[src/b64d_pkg.sv]
// Shared types, constants and the character classifier of the base64 group decoder.
package b64d_pkg;

    typedef struct packed {
        logic [7:0] text_byte;
        logic       end_of_text;
    } t_in_word;

    typedef struct packed {
        logic [7:0] decoded_byte;
        logic       is_terminator;
    } t_out_word;

    // One queued job: an optional group of three bytes, then an optional terminator.
    typedef struct packed {
        logic       bytes_vld;
        logic [7:0] b0;
        logic [7:0] b1;
        logic [7:0] b2;
        logic       term;
    } t_job;

    typedef enum logic [1:0] {
        KIND_DIGIT = 2'd0,
        KIND_PAD   = 2'd1,
        KIND_BAD   = 2'd2
    } t_kind;

    localparam logic [5:0] DIGIT_PLUS  = 6'd62;
    localparam logic [5:0] DIGIT_SLASH = 6'd63;
    localparam logic [1:0] LAST_SLOT   = 2'd3;

    function automatic t_kind char_kind(input logic [7:0] c);
        t_kind k;
        k = KIND_BAD;
        if ((c >= 8'h41 && c <= 8'h5A) || (c >= 8'h61 && c <= 8'h7A) ||
            (c >= 8'h30 && c <= 8'h39) || c == 8'h2B || c == 8'h2F) begin
            k = KIND_DIGIT;
        end else if (c == 8'h3D) begin
            k = KIND_PAD;
        end
        return k;
    endfunction

    function automatic logic [5:0] char_value(input logic [7:0] c);
        logic [7:0] d;
        d = 8'd0;
        if (c >= 8'h41 && c <= 8'h5A) begin
            d = c - 8'h41;
        end else if (c >= 8'h61 && c <= 8'h7A) begin
            d = c - 8'h61 + 8'd26;
        end else if (c >= 8'h30 && c <= 8'h39) begin
            d = c - 8'h30 + 8'd52;
        end else if (c == 8'h2B) begin
            d = {2'b00, DIGIT_PLUS};
        end else if (c == 8'h2F) begin
            d = {2'b00, DIGIT_SLASH};
        end
        return d[5:0];
    endfunction

endpackage

[src/b64d_front.sv]
// Front end: accepts characters, tracks the current group and builds output jobs.
module b64d_front import b64d_pkg::*; (
    input  logic     i_clk,
    input  logic     i_rst_n,
    input  logic     i_valid,
    output logic     o_stall,
    input  t_in_word i_word,
    input  logic     i_full,
    output logic     o_push,
    output t_job     o_job
);

    logic [1:0] r_fill, n_fill;
    logic [5:0] r_s0, n_s0;
    logic [5:0] r_s1, n_s1;
    logic [5:0] r_s2, n_s2;
    logic       r_pad2, n_pad2;
    logic       r_inv, n_inv;

    logic       accept;
    t_kind      kind;
    logic [5:0] val;
    logic       inv;
    logic       group_done;

    assign o_stall = i_full;
    assign accept  = i_valid && !i_full;

    always_comb begin
        kind       = char_kind(i_word.text_byte);
        val        = char_value(i_word.text_byte);
        inv        = r_inv || kind == KIND_BAD || (kind == KIND_PAD && r_fill < 2'd2);
        group_done = r_fill == LAST_SLOT;

        n_fill = r_fill;
        n_s0   = r_s0;
        n_s1   = r_s1;
        n_s2   = r_s2;
        n_pad2 = r_pad2;
        n_inv  = r_inv;

        o_job.bytes_vld = group_done && !inv;
        o_job.b0        = {r_s0, r_s1[5:4]};
        o_job.b1        = r_pad2 ? 8'h00 : {r_s1[3:0], r_s2[5:2]};
        if (kind == KIND_PAD) begin
            o_job.b2 = 8'h00;
        end else if (r_pad2) begin
            o_job.b2 = {2'b11, val};
        end else begin
            o_job.b2 = {r_s2[1:0], val};
        end
        o_job.term = i_word.end_of_text;
        o_push     = accept && (o_job.bytes_vld || o_job.term);

        if (accept) begin
            if (group_done || i_word.end_of_text) begin
                // start a fresh group
                n_fill = 2'd0;
                n_s0   = 6'd0;
                n_s1   = 6'd0;
                n_s2   = 6'd0;
                n_pad2 = 1'b0;
                n_inv  = 1'b0;
            end else begin
                n_fill = r_fill + 2'd1;
                n_inv  = inv;
                unique case (r_fill)
                    2'd0:    n_s0 = val;
                    2'd1:    n_s1 = val;
                    default: begin
                        n_s2   = val;
                        n_pad2 = kind == KIND_PAD;
                    end
                endcase
            end
        end
    end

    always_ff @(posedge i_clk) begin
        if (!i_rst_n) begin
            r_fill <= 2'd0;
            r_s0   <= 6'd0;
            r_s1   <= 6'd0;
            r_s2   <= 6'd0;
            r_pad2 <= 1'b0;
            r_inv  <= 1'b0;
        end else begin
            r_fill <= n_fill;
            r_s0   <= n_s0;
            r_s1   <= n_s1;
            r_s2   <= n_s2;
            r_pad2 <= n_pad2;
            r_inv  <= n_inv;
        end
    end

endmodule

[src/b64d_queue.sv]
// Job queue between the front end and the output sequencer.
module b64d_queue import b64d_pkg::*; #(
    parameter int DEPTH = 4
) (
    input  logic i_clk,
    input  logic i_rst_n,
    input  logic i_push,
    input  t_job i_job,
    input  logic i_pop,
    output logic o_full,
    output logic o_nonempty,
    output t_job o_job
);

    localparam int PW = (DEPTH > 1) ? $clog2(DEPTH) : 1;
    localparam int CW = $clog2(DEPTH + 1);
    localparam logic [PW-1:0] PTR_LAST = PW'(DEPTH - 1);

    t_job          r_mem [DEPTH];
    logic [PW-1:0] r_wr, n_wr;
    logic [PW-1:0] r_rd, n_rd;
    logic [CW-1:0] r_count, n_count;

    assign o_full     = r_count == CW'(DEPTH);
    assign o_nonempty = r_count != '0;
    assign o_job      = r_mem[r_rd];

    always_comb begin
        n_wr    = r_wr;
        n_rd    = r_rd;
        n_count = r_count;
        if (i_push) begin
            n_wr = (r_wr == PTR_LAST) ? '0 : r_wr + 1'b1;
        end
        if (i_pop) begin
            n_rd = (r_rd == PTR_LAST) ? '0 : r_rd + 1'b1;
        end
        if (i_push && !i_pop) begin
            n_count = r_count + 1'b1;
        end else if (i_pop && !i_push) begin
            n_count = r_count - 1'b1;
        end
    end

    always_ff @(posedge i_clk) begin
        if (i_push) begin
            r_mem[r_wr] <= i_job;
        end
    end

    always_ff @(posedge i_clk) begin
        if (!i_rst_n) begin
            r_wr    <= '0;
            r_rd    <= '0;
            r_count <= '0;
        end else begin
            r_wr    <= n_wr;
            r_rd    <= n_rd;
            r_count <= n_count;
        end
    end

endmodule

[src/b64d_back.sv]
// Back end: sends each job's bytes and terminator, one word per unstalled cycle.
module b64d_back import b64d_pkg::*; (
    input  logic      i_clk,
    input  logic      i_rst_n,
    input  logic      i_q_nonempty,
    input  t_job      i_q_job,
    output logic      o_pop,
    output logic      o_valid,
    input  logic      i_stall,
    output t_out_word o_word
);

    logic      r_busy;
    t_job      r_cur;
    logic [1:0] r_idx;
    logic      r_out_valid;
    t_out_word r_out_word, n_out_word;

    logic out_free;
    logic step;
    logic last_step;

    assign o_valid = r_out_valid;
    assign o_word  = r_out_word;

    always_comb begin
        out_free  = !r_out_valid || !i_stall;
        step      = r_busy && out_free;
        last_step = (r_idx == LAST_SLOT) || (r_idx == 2'd2 && !r_cur.term);
        o_pop     = i_q_nonempty && (!r_busy || (step && last_step));

        n_out_word.is_terminator = 1'b0;
        unique case (r_idx)
            2'd0:    n_out_word.decoded_byte = r_cur.b0;
            2'd1:    n_out_word.decoded_byte = r_cur.b1;
            2'd2:    n_out_word.decoded_byte = r_cur.b2;
            default: begin
                n_out_word.decoded_byte  = 8'h00;
                n_out_word.is_terminator = 1'b1;
            end
        endcase
    end

    always_ff @(posedge i_clk) begin
        if (o_pop) begin
            r_cur <= i_q_job;
        end
        if (step) begin
            r_out_word <= n_out_word;
        end
    end

    always_ff @(posedge i_clk) begin
        if (!i_rst_n) begin
            r_busy      <= 1'b0;
            r_idx       <= 2'd0;
            r_out_valid <= 1'b0;
        end else begin
            if (o_pop) begin
                r_busy <= 1'b1;
                // skip straight to the terminator slot when the group gave nothing
                r_idx  <= i_q_job.bytes_vld ? 2'd0 : LAST_SLOT;
            end else if (step && last_step) begin
                r_busy <= 1'b0;
            end else if (step) begin
                r_idx <= r_idx + 2'd1;
            end

            if (step) begin
                r_out_valid <= 1'b1;
            end else if (out_free) begin
                r_out_valid <= 1'b0;
            end
        end
    end

endmodule

[src/base64_group_decoder.sv]
// Base64 group decoder. One text character is taken per clock cycle while not stalled;
// each character is classified and folded into the current group of four by the front
// end with no stall of its own. A complete valid group becomes three output words, and
// the character flagged end_of_text adds a closing terminator word (decoded_byte 0,
// is_terminator 1) after any bytes of that group; a trailing partial group is dropped.
// Results leave at one word per cycle from the output sequencer while i_stall is low, so
// a group gives three output words and a terminator one more. A job queue of QUEUE_DEPTH
// entries sits between the two: input is stalled only while that queue is full, which
// for ordinary text (four characters in, three bytes out) happens only on output stalls.
// A group's first word passes the queue, current-job and output registers in turn.
module base64_group_decoder import b64d_pkg::*; #(
    parameter int QUEUE_DEPTH = 4
) (
    input  logic      i_clk,
    input  logic      i_rst_n,
    input  logic      i_valid,
    output logic      o_stall,
    input  t_in_word  i_word,
    output logic      o_valid,
    input  logic      i_stall,
    output t_out_word o_word
);

    logic q_full;
    logic q_nonempty;
    logic q_push;
    logic q_pop;
    t_job push_job;
    t_job head_job;

    b64d_front u_front (
        .i_clk   (i_clk),
        .i_rst_n (i_rst_n),
        .i_valid (i_valid),
        .o_stall (o_stall),
        .i_word  (i_word),
        .i_full  (q_full),
        .o_push  (q_push),
        .o_job   (push_job)
    );

    b64d_queue #(
        .DEPTH (QUEUE_DEPTH)
    ) u_queue (
        .i_clk      (i_clk),
        .i_rst_n    (i_rst_n),
        .i_push     (q_push),
        .i_job      (push_job),
        .i_pop      (q_pop),
        .o_full     (q_full),
        .o_nonempty (q_nonempty),
        .o_job      (head_job)
    );

    b64d_back u_back (
        .i_clk        (i_clk),
        .i_rst_n      (i_rst_n),
        .i_q_nonempty (q_nonempty),
        .i_q_job      (head_job),
        .o_pop        (q_pop),
        .o_valid      (o_valid),
        .i_stall      (i_stall),
        .o_word       (o_word)
    );

endmodule

[config.mk]
export PLATFORM = sky130hd
export DESIGN_NAME = base64_group_decoder
export DESIGN_NICKNAME = d
export VERILOG_FILES = /design/src/b64d_pkg.sv /design/src/b64d_front.sv /design/src/b64d_queue.sv /design/src/b64d_back.sv /design/src/base64_group_decoder.sv
export SDC_FILE = /design/constraint.sdc
export NUM_CORES = 1
export LEC_CHECK = 0
export BUFFER_PORTS_ARGS = -buffer_cell sky130_fd_sc_hd__buf_2
export CAP_MARGIN = 5
export CORE_AREA = 5 5 149 151
export DETAILED_ROUTE_END_ITERATION = 8
export DIE_AREA = 0 0 154 156
export GPL_TIMING_DRIVEN = 0
export PLACE_DENSITY = 0.56
export SETUP_SLACK_MARGIN = 0.1
export SLEW_MARGIN = 20
export SYNTH_ARGS = -nofsm -noshare
export SYNTH_HDL_FRONTEND = slang
export SYNTH_SLANG_ARGS = --single-unit
[constraint.sdc]
create_clock -name i_clk -period 7.1 [get_ports i_clk]
set_clock_uncertainty 0.05 [all_clocks]
set_input_delay 1.42 -clock i_clk [delete_from_list [all_inputs] [get_ports i_clk]]
set_output_delay 1.42 -clock i_clk [all_outputs]
set_load 0.005 [all_outputs]
# Word-level counts from Yosys, hierarchy flattened
# Memories as Yosys holds them, arrays and structs flattened. A register that Yosys moved wholly into a read port is not among the register bits.
# Index checks and enable logic that the tools add are counted.
[classes] addsub=11 order_cmp=7 n_eq_ne=15 mux=38 reduce_logical=47
[ops] cell="6-bit 2-to-1 mux" count=11
[ops] cell="8-bit by 6-bit == test with 1-bit output (second input constant)" count=3
[ops] cell="8-bit 2-to-1 mux" count=3
[ops] cell="8-bit one-hot mux with 3 select lines" count=1
[ops] cell="2-bit 2-to-1 mux" count=11
[ops] cell="8-bit by 7-bit greater-or-equal comparator with 1-bit output (second input constant)" count=2
[ops] cell="8-bit by 7-bit less-or-equal comparator with 1-bit output (second input constant)" count=2
[ops] cell="1-bit logical AND" count=13
[ops] cell="2-bit == test (second input constant)" count=6
[ops] cell="2-bit nonzero test" count=6
[ops] cell="6-bit subtractor (second input constant)" count=2
[ops] cell="1-bit logical OR" count=11
[ops] cell="1-bit 2-to-1 mux" count=10
[ops] cell="2-bit by 1-bit adder with 2-bit output (second input constant)" count=4
[ops] cell="8-bit by 6-bit greater-or-equal comparator with 1-bit output (second input constant)" count=1
[ops] cell="8-bit by 6-bit less-or-equal comparator with 1-bit output (second input constant)" count=1
[ops] cell="1-bit logical NOT" count=8
[ops] cell="2-bit AND reduction" count=4
[ops] cell="6-bit by 5-bit adder with 6-bit output (second input constant)" count=1
[ops] cell="6-bit adder (second input constant)" count=1
[ops] cell="2-bit by 1-bit == test with 1-bit output (second input constant)" count=3
[ops] cell="3-bit 2-to-1 mux" count=2
[ops] cell="6-bit by 1-bit subtractor with 6-bit output (second input constant)" count=1
[ops] cell="2-bit logical NOT" count=2
[ops] cell="9 further kinds" count=9
[totals] register_bits=67 ramBits=104 input_bits=13 out_inout_bits=11 wordCells=137 n_memories=1
[mem_list] name="u_queue.r_mem" depth=4 width=26 read_ports=1 rd_ports_with_merged_regs=1 wr=1 line_no="b64d_queue.sv:19" source="t_job r_mem [DEPTH];"

# Longest topological paths before layout
[logic_depth] ltp_word=18 depth_mapped=15 mapped_depth_nobuf=13

# By module
# A second synthesis with hierarchy kept.
[hier_totals] cells_unflattened=481 hier_area_um2=7359.6
[modules_own_cells] mod="b64d_queue" n_inst=1 cells_per_inst=180 area_each_um2=4256.6
[modules_own_cells] mod="b64d_front" n_inst=1 cells_per_inst=215 area_each_um2=1657.8
[modules_own_cells] mod="b64d_back" n_inst=1 cells_per_inst=86 area_each_um2=1445.1

# Worst setup path after synthesis
# OpenSTA, ideal clock, no wires.
[synth_timing] kind="input to register" startpoint="input port i_word[4] (netlist name)" endpoint="register u_queue.r_count[2]" setup_time_ns=0.076 arrival_time_ns=4.114 t_required_ns=6.974 setup_slack_ns=2.860 path_stages=15 n_path_buf=2 path_cell_list="clkbuf_1 inv_1 ha_1 inv_1 o211a_2 a2111oi_4 a22o_1 a21o_1 buf_4 ha_1 inv_1 fa_1 xor2_1 or3_1 a21boi_0"
[synth_via] elab_chain_len=17 word_cells_on_any_way=32 classes_between="order compare (6); eq/ne (5); mux (3); reduce/logical (18)"
[synth_rtl] item="start, declared" line_no="base64_group_decoder.sv:18" source="input t_in_word i_word,"
[synth_rtl] item="8-bit by 7-bit greater-or-equal comparator with 1-bit output or 8-bit by 7-bit less-or-equal comparator with 1-bit output (tied branches)" line_no="b64d_pkg.sv:36" source="if ((c >= 8'h41 && c <= 8'h5A) || (c >= 8'h61 && c <= 8'h7A) ||"
[synth_rtl] item="1-bit logical AND" line_no="b64d_pkg.sv:36"
[synth_rtl] item="1-bit logical OR (2 in a row)" line_no="b64d_pkg.sv:36"
[synth_rtl] item="1-bit logical OR (2 in a row)" line_no="b64d_pkg.sv:37" source="(c >= 8'h30 && c <= 8'h39) || c == 8'h2B || c == 8'h2F) begin"
[synth_rtl] item="2-bit 2-to-1 mux (*)" line_no="b64d_pkg.sv:36"
[synth_rtl] item="2-bit == test or 2-bit by 1-bit == test with 1-bit output (tied branches)" line_no="b64d_front.sv:32" source="inv = r_inv || kind == KIND_BAD || (kind == KIND_PAD && r_fill < 2'd2);"
[synth_rtl] item="1-bit logical OR or 1-bit logical AND (tied branches)" line_no="b64d_front.sv:32"
[synth_rtl] item="1-bit logical OR (*)" line_no="b64d_front.sv:32"
[synth_rtl] item="1-bit logical NOT (*)" line_no="b64d_front.sv:42" source="o_job.bytes_vld = group_done && !inv;"
[synth_rtl] item="1-bit logical AND (*)" line_no="b64d_front.sv:42"
[synth_rtl] item="1-bit logical OR (*)" line_no="b64d_front.sv:53" source="o_push = accept && (o_job.bytes_vld || o_job.term);"
[synth_rtl] item="1-bit logical AND (*)" line_no="b64d_front.sv:53"
[synth_rtl] item="named net q_push" line_no="base64_group_decoder.sv:26" source="logic q_push;"
[synth_rtl] item="1-bit logical NOT" line_no="b64d_queue.sv:40" source="end else if (i_pop && !i_push) begin"
[synth_rtl] item="1-bit logical AND" line_no="b64d_queue.sv:40"
[synth_rtl] item="2-bit nonzero test (no source line)"
[synth_rtl] item="end signal, assigned" line_no="b64d_queue.sv:59" source="r_count <= n_count;"
[synth_rtl] item="end, declared" line_no="b64d_queue.sv:22" source="logic [CW-1:0] r_count, n_count;"
# Mark *: on every way through the listed nets, which the timed path passes. The rest lies on a longest branch.
# A chain may end at the register's enable or synchronous reset.

# Worst setup path in the final report
[layout_timing] startpoint="input port i_word[1] (netlist name)" endpoint="register u_queue.r_count[2]"
# Same word-level chain as after synthesis.

==> out/results.tsv <==
stage	metric	value	unit
status	status	complete, no violations	
logic_synthesis	proportion of synthesized area in mux cells	9.177	%
timing	max-slew violations	0	
route	DR DRC count	0	
timing	period utilization	62.03	%
setup_path	crit path DAT	4690	ps
setup_path	Critical Path End Type	flop	
setup_path	CP required	7380	ps
cts	Clk Latency, worst-skew pair	420	ps
setup_path	CP Max Fanout	8	
placement	RePlAce Congestion	0.7764	
setup_path	slowest stage cell, crit path	a2111oi_4	
timing	final setup fails	0	
cells_and_area	# diodes	0	
cells_and_area	share of cells above drive strength 1	23.58	%
logic_synthesis	EDFF count, synth	138	
setup_path	kind of critical path	in -> reg	
grt	initial antenna violation count	1	
route	drt wl/cell	17.29	microns
logic_synthesis	Post-Synth XOR/XNOR Area	0.8581	%
setup_path	Setup crit start kind	input pin	
cts	PostCTS Resize Cnt	0	
cts	Post-CTS Setup Bufs	0	
cts	clk buf depth	2	
timing	final hold viol count	0	
logic_synthesis	Synth area leader	edfxtp_1	
logic_synthesis	largest family of logic cells by synthesized area	multiplexers	
logic_synthesis	Synth Instances	434	
grt	GRT Residual Overflow	0	
route	vias per cell	4.889	
cts	Root Buffer	clkbuf_16	
timing	setup ws final	2696	ps
logic_synthesis	Post-Syn Nets	471	
timing	RSZ-0062 raised after global routing	no	
cts	H-tree lvl count	4	
setup_path	critical path, cell by cell	buf_2 -> inv_1 -> ha_1 -> and2b_1 -> o211a_2 -> a2111oi_4 -> a22o_1 -> a21o_1 -> buf_4 -> ha_1 -> inv_1 -> fa_1 -> xor2_1 -> or3_1 -> a21boi_0	
route	DRT iter0 DRCs	281	
worst_hold_path	hold crit path type	reg -> reg	
logic_synthesis	post-synthesis compound-gate area fraction	8.862	%
route	DR vias	3750	
setup_path	CP peak stage delay	520	ps
power	total power	0.002758	W
run	max cap viols	0	
placement	Buffers on Ports	22	
logic_synthesis	post-synthesis sequential area ratio	67.81	%
die	Horiz. Die Dim	154	microns
cts	clk sinks	173	
route	drt pass-1 iters	7	
logic_synthesis	post-synth top area share	58.00	%
logic_synthesis	synth unique cells	56	
logic_synthesis	most frequent cell after synthesis	edfxtp_1	
placement	Detailed Place HPWL	9496	microns
logic_synthesis	adder-cell share of the synthesized area	4.308	%
timing	minimum clock period	4404	ps
cells_and_area	nets	516	
cts	CTS buffer count	17	
logic_synthesis	ys async rst share	0	%
logic_synthesis	commonest cells in the netlist	138 x edfxtp_1, 35 x dfxtp_1, 26 x mux4_2, 23 x ha_1, 22 x nor2_1	
setup_path	Worst R2R Path Depth	12	
power	Lkg Pwr	2.907	nW
timing	fmax	0.2271	GHz
route	final antenna-violating net count	0	
cells_and_area	area grow syn2layout	15.85	%
die	IO Pins	24	
logic_synthesis	post-synthesis simple-gate area fraction	6.480	%
grt	vias in the first global route	3871	
die	die area	0.02402	sq mm
timing	Max-slew headroom	30.81	%
logic_synthesis	Post-Syn Area per Cell	16.46	sq um
power	Power Density	333.3	mW/mm^2
grt	first-pass GRT wire length	21640	microns
cts	CTS tree	built	
die	core area	0.02069	sq mm
timing	Worst-Margin Slew	1029	ps
route	drt total wl	13260	microns
timing	setup TNS	0	ps
worst_hold_path	hold depth	2	
cts	# hold bufs at CTS	0	
setup_path	R2R setup slack	3850	ps
logic_synthesis	largest cells by area after synthesis	edfxtp_1 58%, dfxtp_1 9.8%, mux4_2 8.2%, ha_1 4.0%, a22o_1 2.0%	
die	chip height	156	microns
die	Initial Utilization	34.53	%
logic_synthesis	register bit total from synthesis	173	
grt	largest net degree at the start of global routing	26	
logic_synthesis	Mapped Area	0.007144	sq mm
die	FP Rows	53	
logic_synthesis	Synthesis Warnings	0	
grt	GRT Total Usage	11.75	%
placement	worst slack at placement	2255	ps
cts	Reg clk slew, reported paths	70	ps
power	maximum vdd drop	0.1246	mV
logic_synthesis	Primary FF master, synth	edfxtp_1	
==> power breakdown <==
part	internal (W)	switching, W	leakage (nW)	total (W)
Clock	0.000487	0.000387	0.266	0.000874
Combinational	0.000228	0.000298	1.04	0.000526
Sequential	0.00130	0.0000579	1.60	0.00136
==> kinds of logic (layout without fill, tap and decap cells) <==
group                    count (synthesis)  in the layout
flip-flops                             173            173
AND/OR/NAND/NOR                         86             86
AO/OA/AOI/OAI                           70             70
buffers and inverters                   41             99
multiplexers                            33             33
adder cells (fa/ha/maj)                 24             24
XOR/XNOR                                 7              7
==> metal layers <==
layer  track usage (%)  wire, microns
met5                 0             13
met3             2.275            490
met2             19.99           6798
met1             14.61           5768
met4             5.214            191
==> worst paths after layout <==
path,from,to
hold / removal,u_front.r_s2[3],u_front.r_s2[3]
hold reg to reg,u_front.r_s2[3],u_front.r_s2[3]
setup reg to reg,u_back.r_idx[0],u_queue.r_count[2]
setup / recovery,i_word[1],u_queue.r_count[2]
==> final cells by class <==
class	instances	area [sq um]
fill	1896	12410
sequential	173	4845
tap	275	344.1
multi-input combinational	220	2126
timing repair buffer	26	220.2
inverter	20	77.57
clock inverter	15	137.6
buffer	21	101.3
clock buffer	17	425.4
==> stage by stage <==
step / cell area (sq um) / hold slack [ps] / utilization, % / cells
floorplan: 7144 / 370.6 / - / 434
global placement: 7599 / 381.2 / 36.73 / 731
detailed placement: 7714 / 389.3 / 37.28 / 735
CTS: 8277 / 398.6 / 40.00 / 767
global route: 8277 / 429.2 / 40.00 / 767
finish: 8277 / 396.8 / 40.00 / 767
==> flip-flops by register name, summed over array words and instances (netlist names), named ones only <==
name / count
u_front.r_s2: 6
u_queue.r_count: 3
u_back.r_cur: 25
u_back.o_valid: 1
u_front.r_s0: 6
u_queue.r_mem: 104
u_queue.r_wr: 2
u_front.r_fill: 2
u_front.r_s1: 6
u_back.r_busy: 1
u_queue.r_rd: 2
u_back.r_idx: 2
u_back.o_word: 9
u_front.r_inv: 1
u_front.r_pad2: 1
==> cell usage in the layout, fill, tap and decap left out, types with 5 or more instances in the layout <==
master / instances
clkbuf_1: 9
buf_1: 5
nand3_1: 6
ha_1: 23
a21boi_0: 7
dfxtp_1: 35
inv_1: 19
o21ai_0: 5
nor2b_1: 15
nand2_1: 14
nor2_1: 22
a22o_1: 16
mux4_2: 26
xnor2_1: 6
buf_2: 25
a222oi_1: 8
mux2i_1: 7
clkbuf_16: 17
edfxtp_1: 138
==> worst max-delay path, delay by kind of cell <==
kind | cells | cell delay [ps]
compound gates | 5 | 1260
xor+xnor | 1 | 170
buf+inv | 4 | 520
fa+ha+maj | 3 | 830
simple gates | 2 | 480
Power figures use the tool's default switching activity.
